`src/hw/rtl/wpfd_pkg.sv`:
```
// ----------------------------------------------------------------------------
// wpfd_pkg: shared types and constants of the wire field decoder
// Field kinds, error codes, the transaction payload structs and the
// sign helpers used by the decode step.
// ----------------------------------------------------------------------------
package wpfd_pkg;

  localparam int MAX_VARINT_BYTES = 10;

  // field kinds, as carried on the action field
  localparam logic [3:0] KIND_INT8     = 4'd0;
  localparam logic [3:0] KIND_INT16    = 4'd1;
  localparam logic [3:0] KIND_INT32    = 4'd2;
  localparam logic [3:0] KIND_INT64    = 4'd3;
  localparam logic [3:0] KIND_UINT32   = 4'd4;
  localparam logic [3:0] KIND_UVARINT  = 4'd5;
  localparam logic [3:0] KIND_VARINT   = 4'd6;
  localparam logic [3:0] KIND_UVARLONG = 4'd7;
  localparam logic [3:0] KIND_VARLONG  = 4'd8;
  localparam logic [3:0] KIND_CSTRING  = 4'd9;
  localparam logic [3:0] KIND_NSTRING  = 4'd10;
  localparam logic [3:0] KIND_TAGGED   = 4'd11;

  localparam logic [1:0] ERR_OK        = 2'd0;
  localparam logic [1:0] ERR_CLEN_ZERO = 2'd1;
  localparam logic [1:0] ERR_TAG_SET   = 2'd2;
  localparam logic [1:0] ERR_VAR_LONG  = 2'd3;

  localparam logic [7:0] CONT_BIT  = 8'h80;
  localparam logic [7:0] DATA_MASK = 8'h7F;
  localparam logic [7:0] ZERO_BYTE = 8'h00;
  localparam int         VAR_GROUP = 7;

  typedef struct packed {
    logic [7:0] in_byte;
    logic [3:0] action;
  } item_t;

  typedef struct packed {
    logic [63:0] value;
    logic        is_payload;
    logic        last;
    logic [1:0]  error_code;
  } result_t;

  typedef struct packed {
    logic    has_result;
    result_t result;
  } step_t;

  function automatic logic [63:0] sext32(input logic [63:0] x);
    return {{32{x[31]}}, x[31:0]};
  endfunction

  function automatic logic [63:0] unzig(input logic [63:0] n);
    return n[0] ? ~(n >> 1) : (n >> 1);
  endfunction

endpackage

```
`src/hw/rtl/wpfd_if.sv`:
```
// ----------------------------------------------------------------------------
// wpfd_if: stream channels of the wire field decoder
// Byte channel into the decoder and result channel out of it.
// ----------------------------------------------------------------------------
interface wpfd_byte_if;
  logic       valid;
  logic       ready;
  logic [7:0] in_byte;
  logic [3:0] action;

  modport source (output valid, output in_byte, output action, input ready);
  modport sink   (input valid, input in_byte, input action, output ready);
endinterface

interface wpfd_field_if;
  logic        valid;
  logic        ready;
  logic [63:0] value;
  logic        is_payload;
  logic        last;
  logic [1:0]  error_code;

  modport source (output valid, output value, output is_payload, output last,
                  output error_code, input ready);
  modport sink   (input valid, input value, input is_payload, input last,
                  input error_code, output ready);
endinterface

```
`src/hw/rtl/wpfd_in_stage.sv`:
```
// ----------------------------------------------------------------------------
// wpfd_in_stage: input register
// Holds one byte transaction until the decode step consumes it.
// ----------------------------------------------------------------------------
module wpfd_in_stage (
  input  logic            clk,
  input  logic            rst,
  wpfd_byte_if.sink       bytes,
  input  logic            advance,
  output logic            item_valid,
  output wpfd_pkg::item_t item
);
  import wpfd_pkg::*;

  assign bytes.ready = !item_valid || advance;

  always_ff @(posedge clk) begin
    if (rst) begin
      item_valid <= 1'b0;
    end else if (bytes.ready) begin
      item_valid <= bytes.valid;
    end
  end

  always_ff @(posedge clk) begin
    if (bytes.ready && bytes.valid) begin
      item.in_byte <= bytes.in_byte;
      item.action  <= bytes.action;
    end
  end

endmodule

```
`src/hw/rtl/wpfd_core.sv`:
```
// ----------------------------------------------------------------------------
// wpfd_core: field state and decode step
// Updates the field state once per consumed byte and forms the result.
// ----------------------------------------------------------------------------
module wpfd_core (
  input  logic            clk,
  input  logic            rst,
  input  logic            advance,
  input  wpfd_pkg::item_t item,
  output wpfd_pkg::step_t step
);
  import wpfd_pkg::*;

  logic        active, active_next;
  logic [3:0]  kind, kind_next;
  logic [63:0] acc, acc_next;
  logic [3:0]  idx, idx_next;
  logic [31:0] remaining, remaining_next;
  logic        in_payload, in_payload_next;

  always_comb begin
    logic [3:0]  ekind;
    logic [63:0] eacc;
    logic [3:0]  eidx;
    logic [31:0] erem;
    logic        epay;
    logic [7:0]  b;
    logic [63:0] acc_sh;
    logic [63:0] acc_or;
    logic [3:0]  idx1;
    logic [6:0]  sh;
    logic [3:0]  fsize;
    logic [31:0] len;
    logic [31:0] rem_dec;
    logic        go_idle;

    b       = item.in_byte;
    ekind   = active ? kind : item.action;
    eacc    = active ? acc : 64'd0;
    eidx    = active ? idx : 4'd0;
    erem    = active ? remaining : 32'd0;
    epay    = active && in_payload;
    acc_sh  = {eacc[55:0], b};
    idx1    = eidx + 4'd1;
    sh      = 7'(eidx) * 7'(VAR_GROUP);
    acc_or  = eacc | (64'(b & DATA_MASK) << sh);
    rem_dec = erem - 32'd1;
    len     = 32'd0;
    go_idle = 1'b0;

    unique case (ekind)
      KIND_INT8:   fsize = 4'd1;
      KIND_INT16:  fsize = 4'd2;
      KIND_INT64:  fsize = 4'd8;
      default:     fsize = 4'd4;
    endcase

    active_next     = 1'b1;
    kind_next       = ekind;
    acc_next        = eacc;
    idx_next        = eidx;
    remaining_next  = erem;
    in_payload_next = epay;
    step            = '0;

    if (!active && item.action > KIND_TAGGED) begin
      // unused kind while idle: byte dropped, state untouched
      active_next = 1'b0;
      kind_next   = kind;
    end else if (epay) begin
      step.has_result        = 1'b1;
      step.result.value      = 64'(b);
      step.result.is_payload = 1'b1;
      remaining_next         = rem_dec;
      if (rem_dec == 32'd0) begin
        step.result.last = 1'b1;
        go_idle          = 1'b1;
      end
    end else if (ekind <= KIND_UINT32) begin
      acc_next = acc_sh;
      idx_next = idx1;
      if (idx1 >= fsize) begin
        step.has_result  = 1'b1;
        step.result.last = 1'b1;
        go_idle          = 1'b1;
        unique case (ekind)
          KIND_INT8:   step.result.value = {{56{acc_sh[7]}}, acc_sh[7:0]};
          KIND_INT16:  step.result.value = {{48{acc_sh[15]}}, acc_sh[15:0]};
          KIND_INT32:  step.result.value = sext32(acc_sh);
          KIND_UINT32: step.result.value = {32'd0, acc_sh[31:0]};
          default:     step.result.value = acc_sh;
        endcase
      end
    end else if (ekind <= KIND_CSTRING) begin
      acc_next = acc_or;
      idx_next = idx1;
      if ((b & CONT_BIT) != ZERO_BYTE) begin
        if (32'(idx1) >= 32'(MAX_VARINT_BYTES)) begin
          step.has_result        = 1'b1;
          step.result.last       = 1'b1;
          step.result.error_code = ERR_VAR_LONG;
          go_idle                = 1'b1;
        end
      end else begin
        unique case (ekind)
          KIND_UVARINT: begin
            step.has_result   = 1'b1;
            step.result.value = {32'd0, acc_or[31:0]};
          end
          KIND_VARINT: begin
            step.has_result   = 1'b1;
            step.result.value = sext32(unzig(acc_or));
          end
          KIND_UVARLONG: begin
            step.has_result   = 1'b1;
            step.result.value = acc_or;
          end
          KIND_VARLONG: begin
            step.has_result   = 1'b1;
            step.result.value = unzig(acc_or);
          end
          default: begin
            len      = acc_or[31:0];
            acc_next = 64'd0;
            idx_next = 4'd0;
            if (len == 32'd0) begin
              step.has_result        = 1'b1;
              step.result.error_code = ERR_CLEN_ZERO;
            end else if (len == 32'd1) begin
              step.has_result = 1'b1;    // empty string
            end else begin
              remaining_next  = len - 32'd1;
              in_payload_next = 1'b1;
            end
          end
        endcase
        if (step.has_result) begin
          step.result.last = 1'b1;
          go_idle          = 1'b1;
        end
      end
    end else if (ekind == KIND_NSTRING) begin
      acc_next = acc_sh;
      idx_next = idx1;
      if (idx1 >= 4'd2) begin
        acc_next = 64'd0;
        idx_next = 4'd0;
        len      = acc_sh[15] ? 32'd0 : 32'(acc_sh[15:0]);
        if (len == 32'd0) begin
          step.has_result  = 1'b1;
          step.result.last = 1'b1;
          go_idle          = 1'b1;
        end else begin
          remaining_next  = len;
          in_payload_next = 1'b1;
        end
      end
    end else if (ekind == KIND_TAGGED) begin
      step.has_result  = 1'b1;
      step.result.last = 1'b1;
      go_idle          = 1'b1;
      if (b != ZERO_BYTE) begin
        step.result.value      = 64'(b);
        step.result.error_code = ERR_TAG_SET;
      end
    end else begin
      go_idle = 1'b1;
    end

    if (go_idle) begin
      active_next     = 1'b0;
      acc_next        = 64'd0;
      idx_next        = 4'd0;
      remaining_next  = 32'd0;
      in_payload_next = 1'b0;
    end
  end

  always_ff @(posedge clk) begin
    if (rst) begin
      active     <= 1'b0;
      kind       <= KIND_INT8;
      acc        <= 64'd0;
      idx        <= 4'd0;
      remaining  <= 32'd0;
      in_payload <= 1'b0;
    end else if (advance) begin
      active     <= active_next;
      kind       <= kind_next;
      acc        <= acc_next;
      idx        <= idx_next;
      remaining  <= remaining_next;
      in_payload <= in_payload_next;
    end
  end

endmodule

```
`src/hw/rtl/wpfd_out_stage.sv`:
```
// ----------------------------------------------------------------------------
// wpfd_out_stage: result register
// Holds one result transaction until the downstream side takes it.
// ----------------------------------------------------------------------------
module wpfd_out_stage (
  input  logic              clk,
  input  logic              rst,
  input  logic              load,
  input  wpfd_pkg::result_t result,
  output logic              free,
  wpfd_field_if.source      fields
);
  import wpfd_pkg::*;

  result_t held;

  assign free = !fields.valid || fields.ready;

  always_ff @(posedge clk) begin
    if (rst) begin
      fields.valid <= 1'b0;
    end else if (free) begin
      fields.valid <= load;
    end
  end

  always_ff @(posedge clk) begin
    if (load) begin
      held <= result;
    end
  end

  assign fields.value      = held.value;
  assign fields.is_payload = held.is_payload;
  assign fields.last       = held.last;
  assign fields.error_code = held.error_code;

endmodule

```
`src/hw/rtl/wire_primitive_field_decoder.sv`:
```
// ----------------------------------------------------------------------------
// wire_primitive_field_decoder: primitive wire field decoder
// Decodes big-endian integers, LEB128 varints (plain and zigzag), compact
// and nullable strings and the tagged-field byte from a byte stream.
// ----------------------------------------------------------------------------
//
//   channel  dir  payload                                 per transaction
//   -------  ---  --------------------------------------  -------------------
//   bytes    in   in_byte[7:0], action[3:0]               one wire byte
//   fields   out  value[63:0], is_payload, last,          zero or one result
//                 error_code[1:0]                         per byte
//
// One byte per clock sustained while results are taken. A byte is held in
// the input register, is decoded in the cycle it leaves it and its result
// shows on the next cycle from the result register.
// Synchronous reset returns to idle with both registers empty; no clearing.
// A stalled result holds the result register; the input register then
// holds one more byte and further bytes back up through bytes.ready.
//
module wire_primitive_field_decoder (
  input  logic         clk,
  input  logic         rst,
  wpfd_byte_if.sink    bytes,
  wpfd_field_if.source fields
);
  import wpfd_pkg::*;

  logic  item_valid;
  item_t item;
  step_t step;
  logic  out_free;
  logic  advance;

  // a byte moves on only when the result register can take whatever it
  // produces, so bytes that make no result also wait behind a stall
  assign advance = item_valid && out_free;

  wpfd_in_stage u_in (
    .clk        (clk),
    .rst        (rst),
    .bytes      (bytes),
    .advance    (advance),
    .item_valid (item_valid),
    .item       (item)
  );

  // field state and the whole decode step for one byte
  wpfd_core u_core (
    .clk     (clk),
    .rst     (rst),
    .advance (advance),
    .item    (item),
    .step    (step)
  );

  wpfd_out_stage u_out (
    .clk    (clk),
    .rst    (rst),
    .load   (advance && step.has_result),
    .result (step.result),
    .free   (out_free),
    .fields (fields)
  );

endmodule

```
`src/flat_wrapper.sv`:
```
// flat-port wrapper written by rule: the top's interface ports become plain ports
module wire_primitive_field_decoder_flat import wpfd_pkg::*;
  (clk, rst, bytes_valid, bytes_in_byte, bytes_action, bytes_ready, fields_valid, fields_value, fields_is_payload, fields_last, fields_error_code, fields_ready);
  wpfd_byte_if bytes_i ();
  wpfd_field_if fields_i ();
  input  logic clk;
  input  logic rst;
  input wire logic [$bits(bytes_i.valid)-1:0] bytes_valid;
  input wire logic [$bits(bytes_i.in_byte)-1:0] bytes_in_byte;
  input wire logic [$bits(bytes_i.action)-1:0] bytes_action;
  output wire logic [$bits(bytes_i.ready)-1:0] bytes_ready;
  output wire logic [$bits(fields_i.valid)-1:0] fields_valid;
  output wire logic [$bits(fields_i.value)-1:0] fields_value;
  output wire logic [$bits(fields_i.is_payload)-1:0] fields_is_payload;
  output wire logic [$bits(fields_i.last)-1:0] fields_last;
  output wire logic [$bits(fields_i.error_code)-1:0] fields_error_code;
  input wire logic [$bits(fields_i.ready)-1:0] fields_ready;
  assign bytes_i.valid = bytes_valid;
  assign bytes_i.in_byte = bytes_in_byte;
  assign bytes_i.action = bytes_action;
  assign bytes_ready = bytes_i.ready;
  assign fields_valid = fields_i.valid;
  assign fields_value = fields_i.value;
  assign fields_is_payload = fields_i.is_payload;
  assign fields_last = fields_i.last;
  assign fields_error_code = fields_i.error_code;
  assign fields_i.ready = fields_ready;
  wire_primitive_field_decoder u_core (.clk(clk), .rst(rst), .bytes(bytes_i), .fields(fields_i));
endmodule
```
`config.mk`:
```
export PLATFORM = sky130hd
export DESIGN_NAME = wire_primitive_field_decoder_flat
export DESIGN_NICKNAME = d
export VERILOG_FILES = /design/src/hw/rtl/wpfd_pkg.sv /design/src/hw/rtl/wpfd_if.sv /design/src/hw/rtl/wpfd_in_stage.sv /design/src/hw/rtl/wpfd_core.sv /design/src/hw/rtl/wpfd_out_stage.sv /design/src/hw/rtl/wire_primitive_field_decoder.sv /design/src/flat_wrapper.sv
export SDC_FILE = /design/constraint.sdc
export NUM_CORES = 1
export LEC_CHECK = 0
export ABC_AREA = 1
export BUFFER_PORTS_ARGS = -buffer_cell sky130_fd_sc_hd__buf_2
export CAP_MARGIN = 40
export CELL_PAD_IN_SITES_DETAIL_PLACEMENT = 0
export CELL_PAD_IN_SITES_GLOBAL_PLACEMENT = 1
export CORE_AREA = 2 2 186 224
export DETAILED_ROUTE_END_ITERATION = 7
export DIE_AREA = 0 0 188 226
export HOLD_SLACK_MARGIN = 0.05
export PLACE_DENSITY = 0.89
export RECOVER_POWER = 100
export SYNTH_ARGS = -nofsm -noshare
export SYNTH_HDL_FRONTEND = slang
export SYNTH_SLANG_ARGS = --single-unit
```
`constraint.sdc`:
```
create_clock -name clk -period 4.08 [get_ports clk]
set_input_delay 0.816 -clock clk [delete_from_list [all_inputs] [get_ports clk]]
set_output_delay 0.816 -clock clk [all_outputs]
set_load 0.01 [all_outputs]
```
==> impl_metrics.env <==
export IMPL_rsz0062_at_grt="false"
export IMPL_clk_latency_ps=490
export IMPL_ys_warn_count=0
export IMPL_clockBufferDepth=2
export IMPL_antenna_found_initial=3
export IMPL_slew_violations=27
export IMPL_clk_pin_slew_ps=70
export IMPL_slew_headroom_pct=-8.57
export IMPL_slowest_delay_ps=1240
export IMPL_ctsRootBufferMaster="clkbuf_16"
export IMPL_design_area_um2=17900
export IMPL_netlist_cell_type_count=52
export IMPL_ant_nets=0
export IMPL_synth_largest_area_cell="nand2_1"
export IMPL_insertedDiodeCount=0
export IMPL_ios=86
export IMPL_synthTopCellsByArea="nand2_1 (18%), edfxtp_1 (15%), dfxtp_1 (14%)"
export IMPL_rows=81
export IMPL_cpMaxStageDelayCell="nor2_2"
export IMPL_arrival_ps=4270
export IMPL_critPathMaxFanout=26
export IMPL_grt_start_max_net_pins=96
export IMPL_min_from="u_core.u_core.remaining[21]"
export IMPL_critPathKind="reg -> reg"
export IMPL_synthCells=2567
export IMPL_rrSetupSlack_ps=-30
export IMPL_end_kind="register"
export IMPL_design_die_area_um2=42500
export IMPL_whs_endpoint="u_core.u_core.remaining[21]"
export IMPL_nets=2659
export IMPL_syn_area_um2=15900
export IMPL_syn2layout_area_growth_pct=12.5
export IMPL_grt_first_pass_wirelength_um=117000
export IMPL_dieHeight_um=226
export IMPL_min_path_cells=2
export IMPL_coreArea_um2=40400
export IMPL_setup_viol_count_final=1
export IMPL_period_share_pct=101
export IMPL_routabilityCongestion=1.06
export IMPL_routed_wl_um=78500
export IMPL_grt_pass1_vias=18200
export IMPL_wl_per_cell_um=24.7
export IMPL_cts_tree="done"
export IMPL_initial_core_util_pct=39.4
export IMPL_ir_drop_mv=0.330
export IMPL_cts_sinks=188
export IMPL_r2r_cells=5
export IMPL_maxCapViolations=1
export IMPL_synth_async_reset_ratio_pct=0
export IMPL_grt_overflow_total=0
export IMPL_cp_start_kind="register"
export IMPL_dr_pass1_iters=8
export IMPL_period_needed_ps=4110
export IMPL_path_cells="nor3_1 -> clkbuf_1 -> nor2_2 -> nand2_1 -> o41ai_1"
export IMPL_dp_cells=3151
export IMPL_vias_per_cell=6.09
export IMPL_required_ps=4240
export IMPL_violations="design-rule violations, max-capacitance violations, max-slew violations, negative setup slack"
export IMPL_cts_made_buffers=17
export IMPL_synth_most_common_cell="nand2_1"
export IMPL_num_vias=19400
export IMPL_postSynthAreaPerCell_um2=6.21
export IMPL_synth_edf_count=80
export IMPL_final_hold_violation_count=0
export IMPL_ys_seq_area_share_pct=28.6
export IMPL_yosysTopAreaCellShare_pct=17.7
export IMPL_drt_initial_drc_count=2561
export IMPL_max_freq_ghz=0.243
export IMPL_clock_skew_ps=15.0
export IMPL_cp_depth=5
export IMPL_synth_commonest_cells="nand2_1 (753), a21oi_1 (284), nand3_1 (202)"
export IMPL_hold_path_class="reg -> reg"
export IMPL_place_area_um2=17500
export IMPL_layout_cells_non_filler=3185
export IMPL_synth_seq_cells=188
export IMPL_cts_hold_buf=0
export IMPL_whs_ps=467
export IMPL_grt_total_usage_pct=36.8
export IMPL_layout_drive_gt1_share_pct=10.2
export IMPL_ys_flop_type="dfxtp_1"
export IMPL_path_delay_family="simple AND/OR/NAND/NOR gates"
export IMPL_cts_max_level=4
export IMPL_p_leak_nw=7.33
export IMPL_portBuffers=85
export IMPL_drc=1
export IMPL_r2r_start="u_core.u_core.active"
export IMPL_outcome="complete, but fails checks"
export IMPL_timing_rr_end="u_core.u_out.fields.error_code[0]"
export IMPL_setup_ws_ps=-32.6
export IMPL_tightest_slew_ps=1630
export IMPL_pwr_density_cell_nw_per_um2=295
export IMPL_totalPowerFinal_mw=5.28
export IMPL_die_w_um=188
export IMPL_dp_hpwl_um=55900
export IMPL_synth_nets=2593
export IMPL_timing_critical_path_buf_inv=1
export IMPL_place_ws_ps=346
## power by group
group / leakage (nW) / internal [mW] / switching, mW
clock network: 0.269 / 0.855 / 0.866
registers: 1.55 / 2.03 / 0.0446
logic: 5.51 / 0.384 / 1.11
## flip-flops by register name, indices dropped and copies added, names as in the netlist
name                            cells
u_core.u_out.fields.error_code      2
u_core.u_out.fields.is_payload      1
u_core.u_core.in_payload            1
u_core.u_out.fields.valid           1
u_core.u_core.active                1
u_core.u_core.idx                   4
u_core.u_core.remaining            32
u_core.u_in.item                   12
u_core.u_core.kind                  4
u_core.u_core.acc                  64
u_core.u_out.fields.last            1
u_core.u_out.fields.value          64
u_core.u_in.item_valid              1
## per-stage QoR
stage / util, % / TNS (ps)
final: 44.3 / -32.6
after global routing: 44.3 / 0
after CTS: 44.7 / 0
after detailed placement: 43.3 / 0
after global placement: 43.2 / 0
after floorplan: - / 0
## repair_timing
item / CTS / global route
buffers inserted: 0 / 2
hold endpoints to repair: 0 / 0
gates resized for setup: 0 / 0
endpoints found under the setup margin: 0 / 4
## area by class of cell
class	count	area, µm²
well taps	539	674
flip-flops and latches	188	4570
clock inverters	13	126
repair buffers	229	1510
fillers	4443	22500
inverters	201	756
clock buffers	19	433
multi-input cells	1996	9860
## worst register-to-register path, delay by kind of cell, from the launching register on
kind                   cells  cell delay (ps)
flip-flops                 1              530
AND/OR/NAND/NOR            3             2060
buffers and inverters      1              210
AO/OA/AOI/OAI              1              990
## layout by cell type, fill, tap and decap left out, drive strengths merged, types with 6 or more instances in the layout
cell and instances:
nor3 20, nand3 205, xor2 43, a31oi 6
xnor2 27, o22ai 76, nand4 30, a21oi 288
o211ai 55, inv 206, clkbuf 108, nor2 207
buf 140, or2 9, o221ai 24, nand2 763
a211oi 7, dfxtp 108, o21ai 189, a32oi 9
ha 10, edfxtp 80, a22oi 9
## metal layers
metal / global-route usage, % / part of all wire (%) / vias up
li1: - / - / 8839
met3: 6.90 / 8.9 / 281
met1: 45.6 / 39 / 9081
met5: 0 / 0.032 / -
met2: 59.2 / 45 / 1177
met4: 22.5 / 7.0 / 4
## worst max-delay path by stage
| stage | from | to | slack, ps |
|---|---|---|---|
| 3_5_place_dp | u_core.u_core.active | u_core.u_out.fields.value[52] | 350 |
| 4_1_cts | u_core.u_core.active | u_core.u_out.fields.value[45] | 330 |
| 6_report | u_core.u_core.active | u_core.u_out.fields.error_code[0] | -30 |
| 5_1_grt | u_core.u_core.active | u_core.u_core.remaining[24] | 20 |
| 3_3_place_gp | u_core.u_core.active | u_core.u_out.fields.value[60] | 370 |
| 2_1_floorplan | u_core.u_core.active | u_core.u_out.fields.error_code[0] | 60 |
## kinds of logic (layout without fill, tap and decap cells)
kind of cell	after synthesis	after routing	share of synthesized area, %
simple gates	1238	1238	32.6
buf+inv	383	462	9.74
xor+xnor	70	70	3.85
compound gates	678	678	24.3
fa+ha+maj	10	10	0.785
flops	188	188	28.6
No activity file was read; power rests on OpenSTA's default activity.
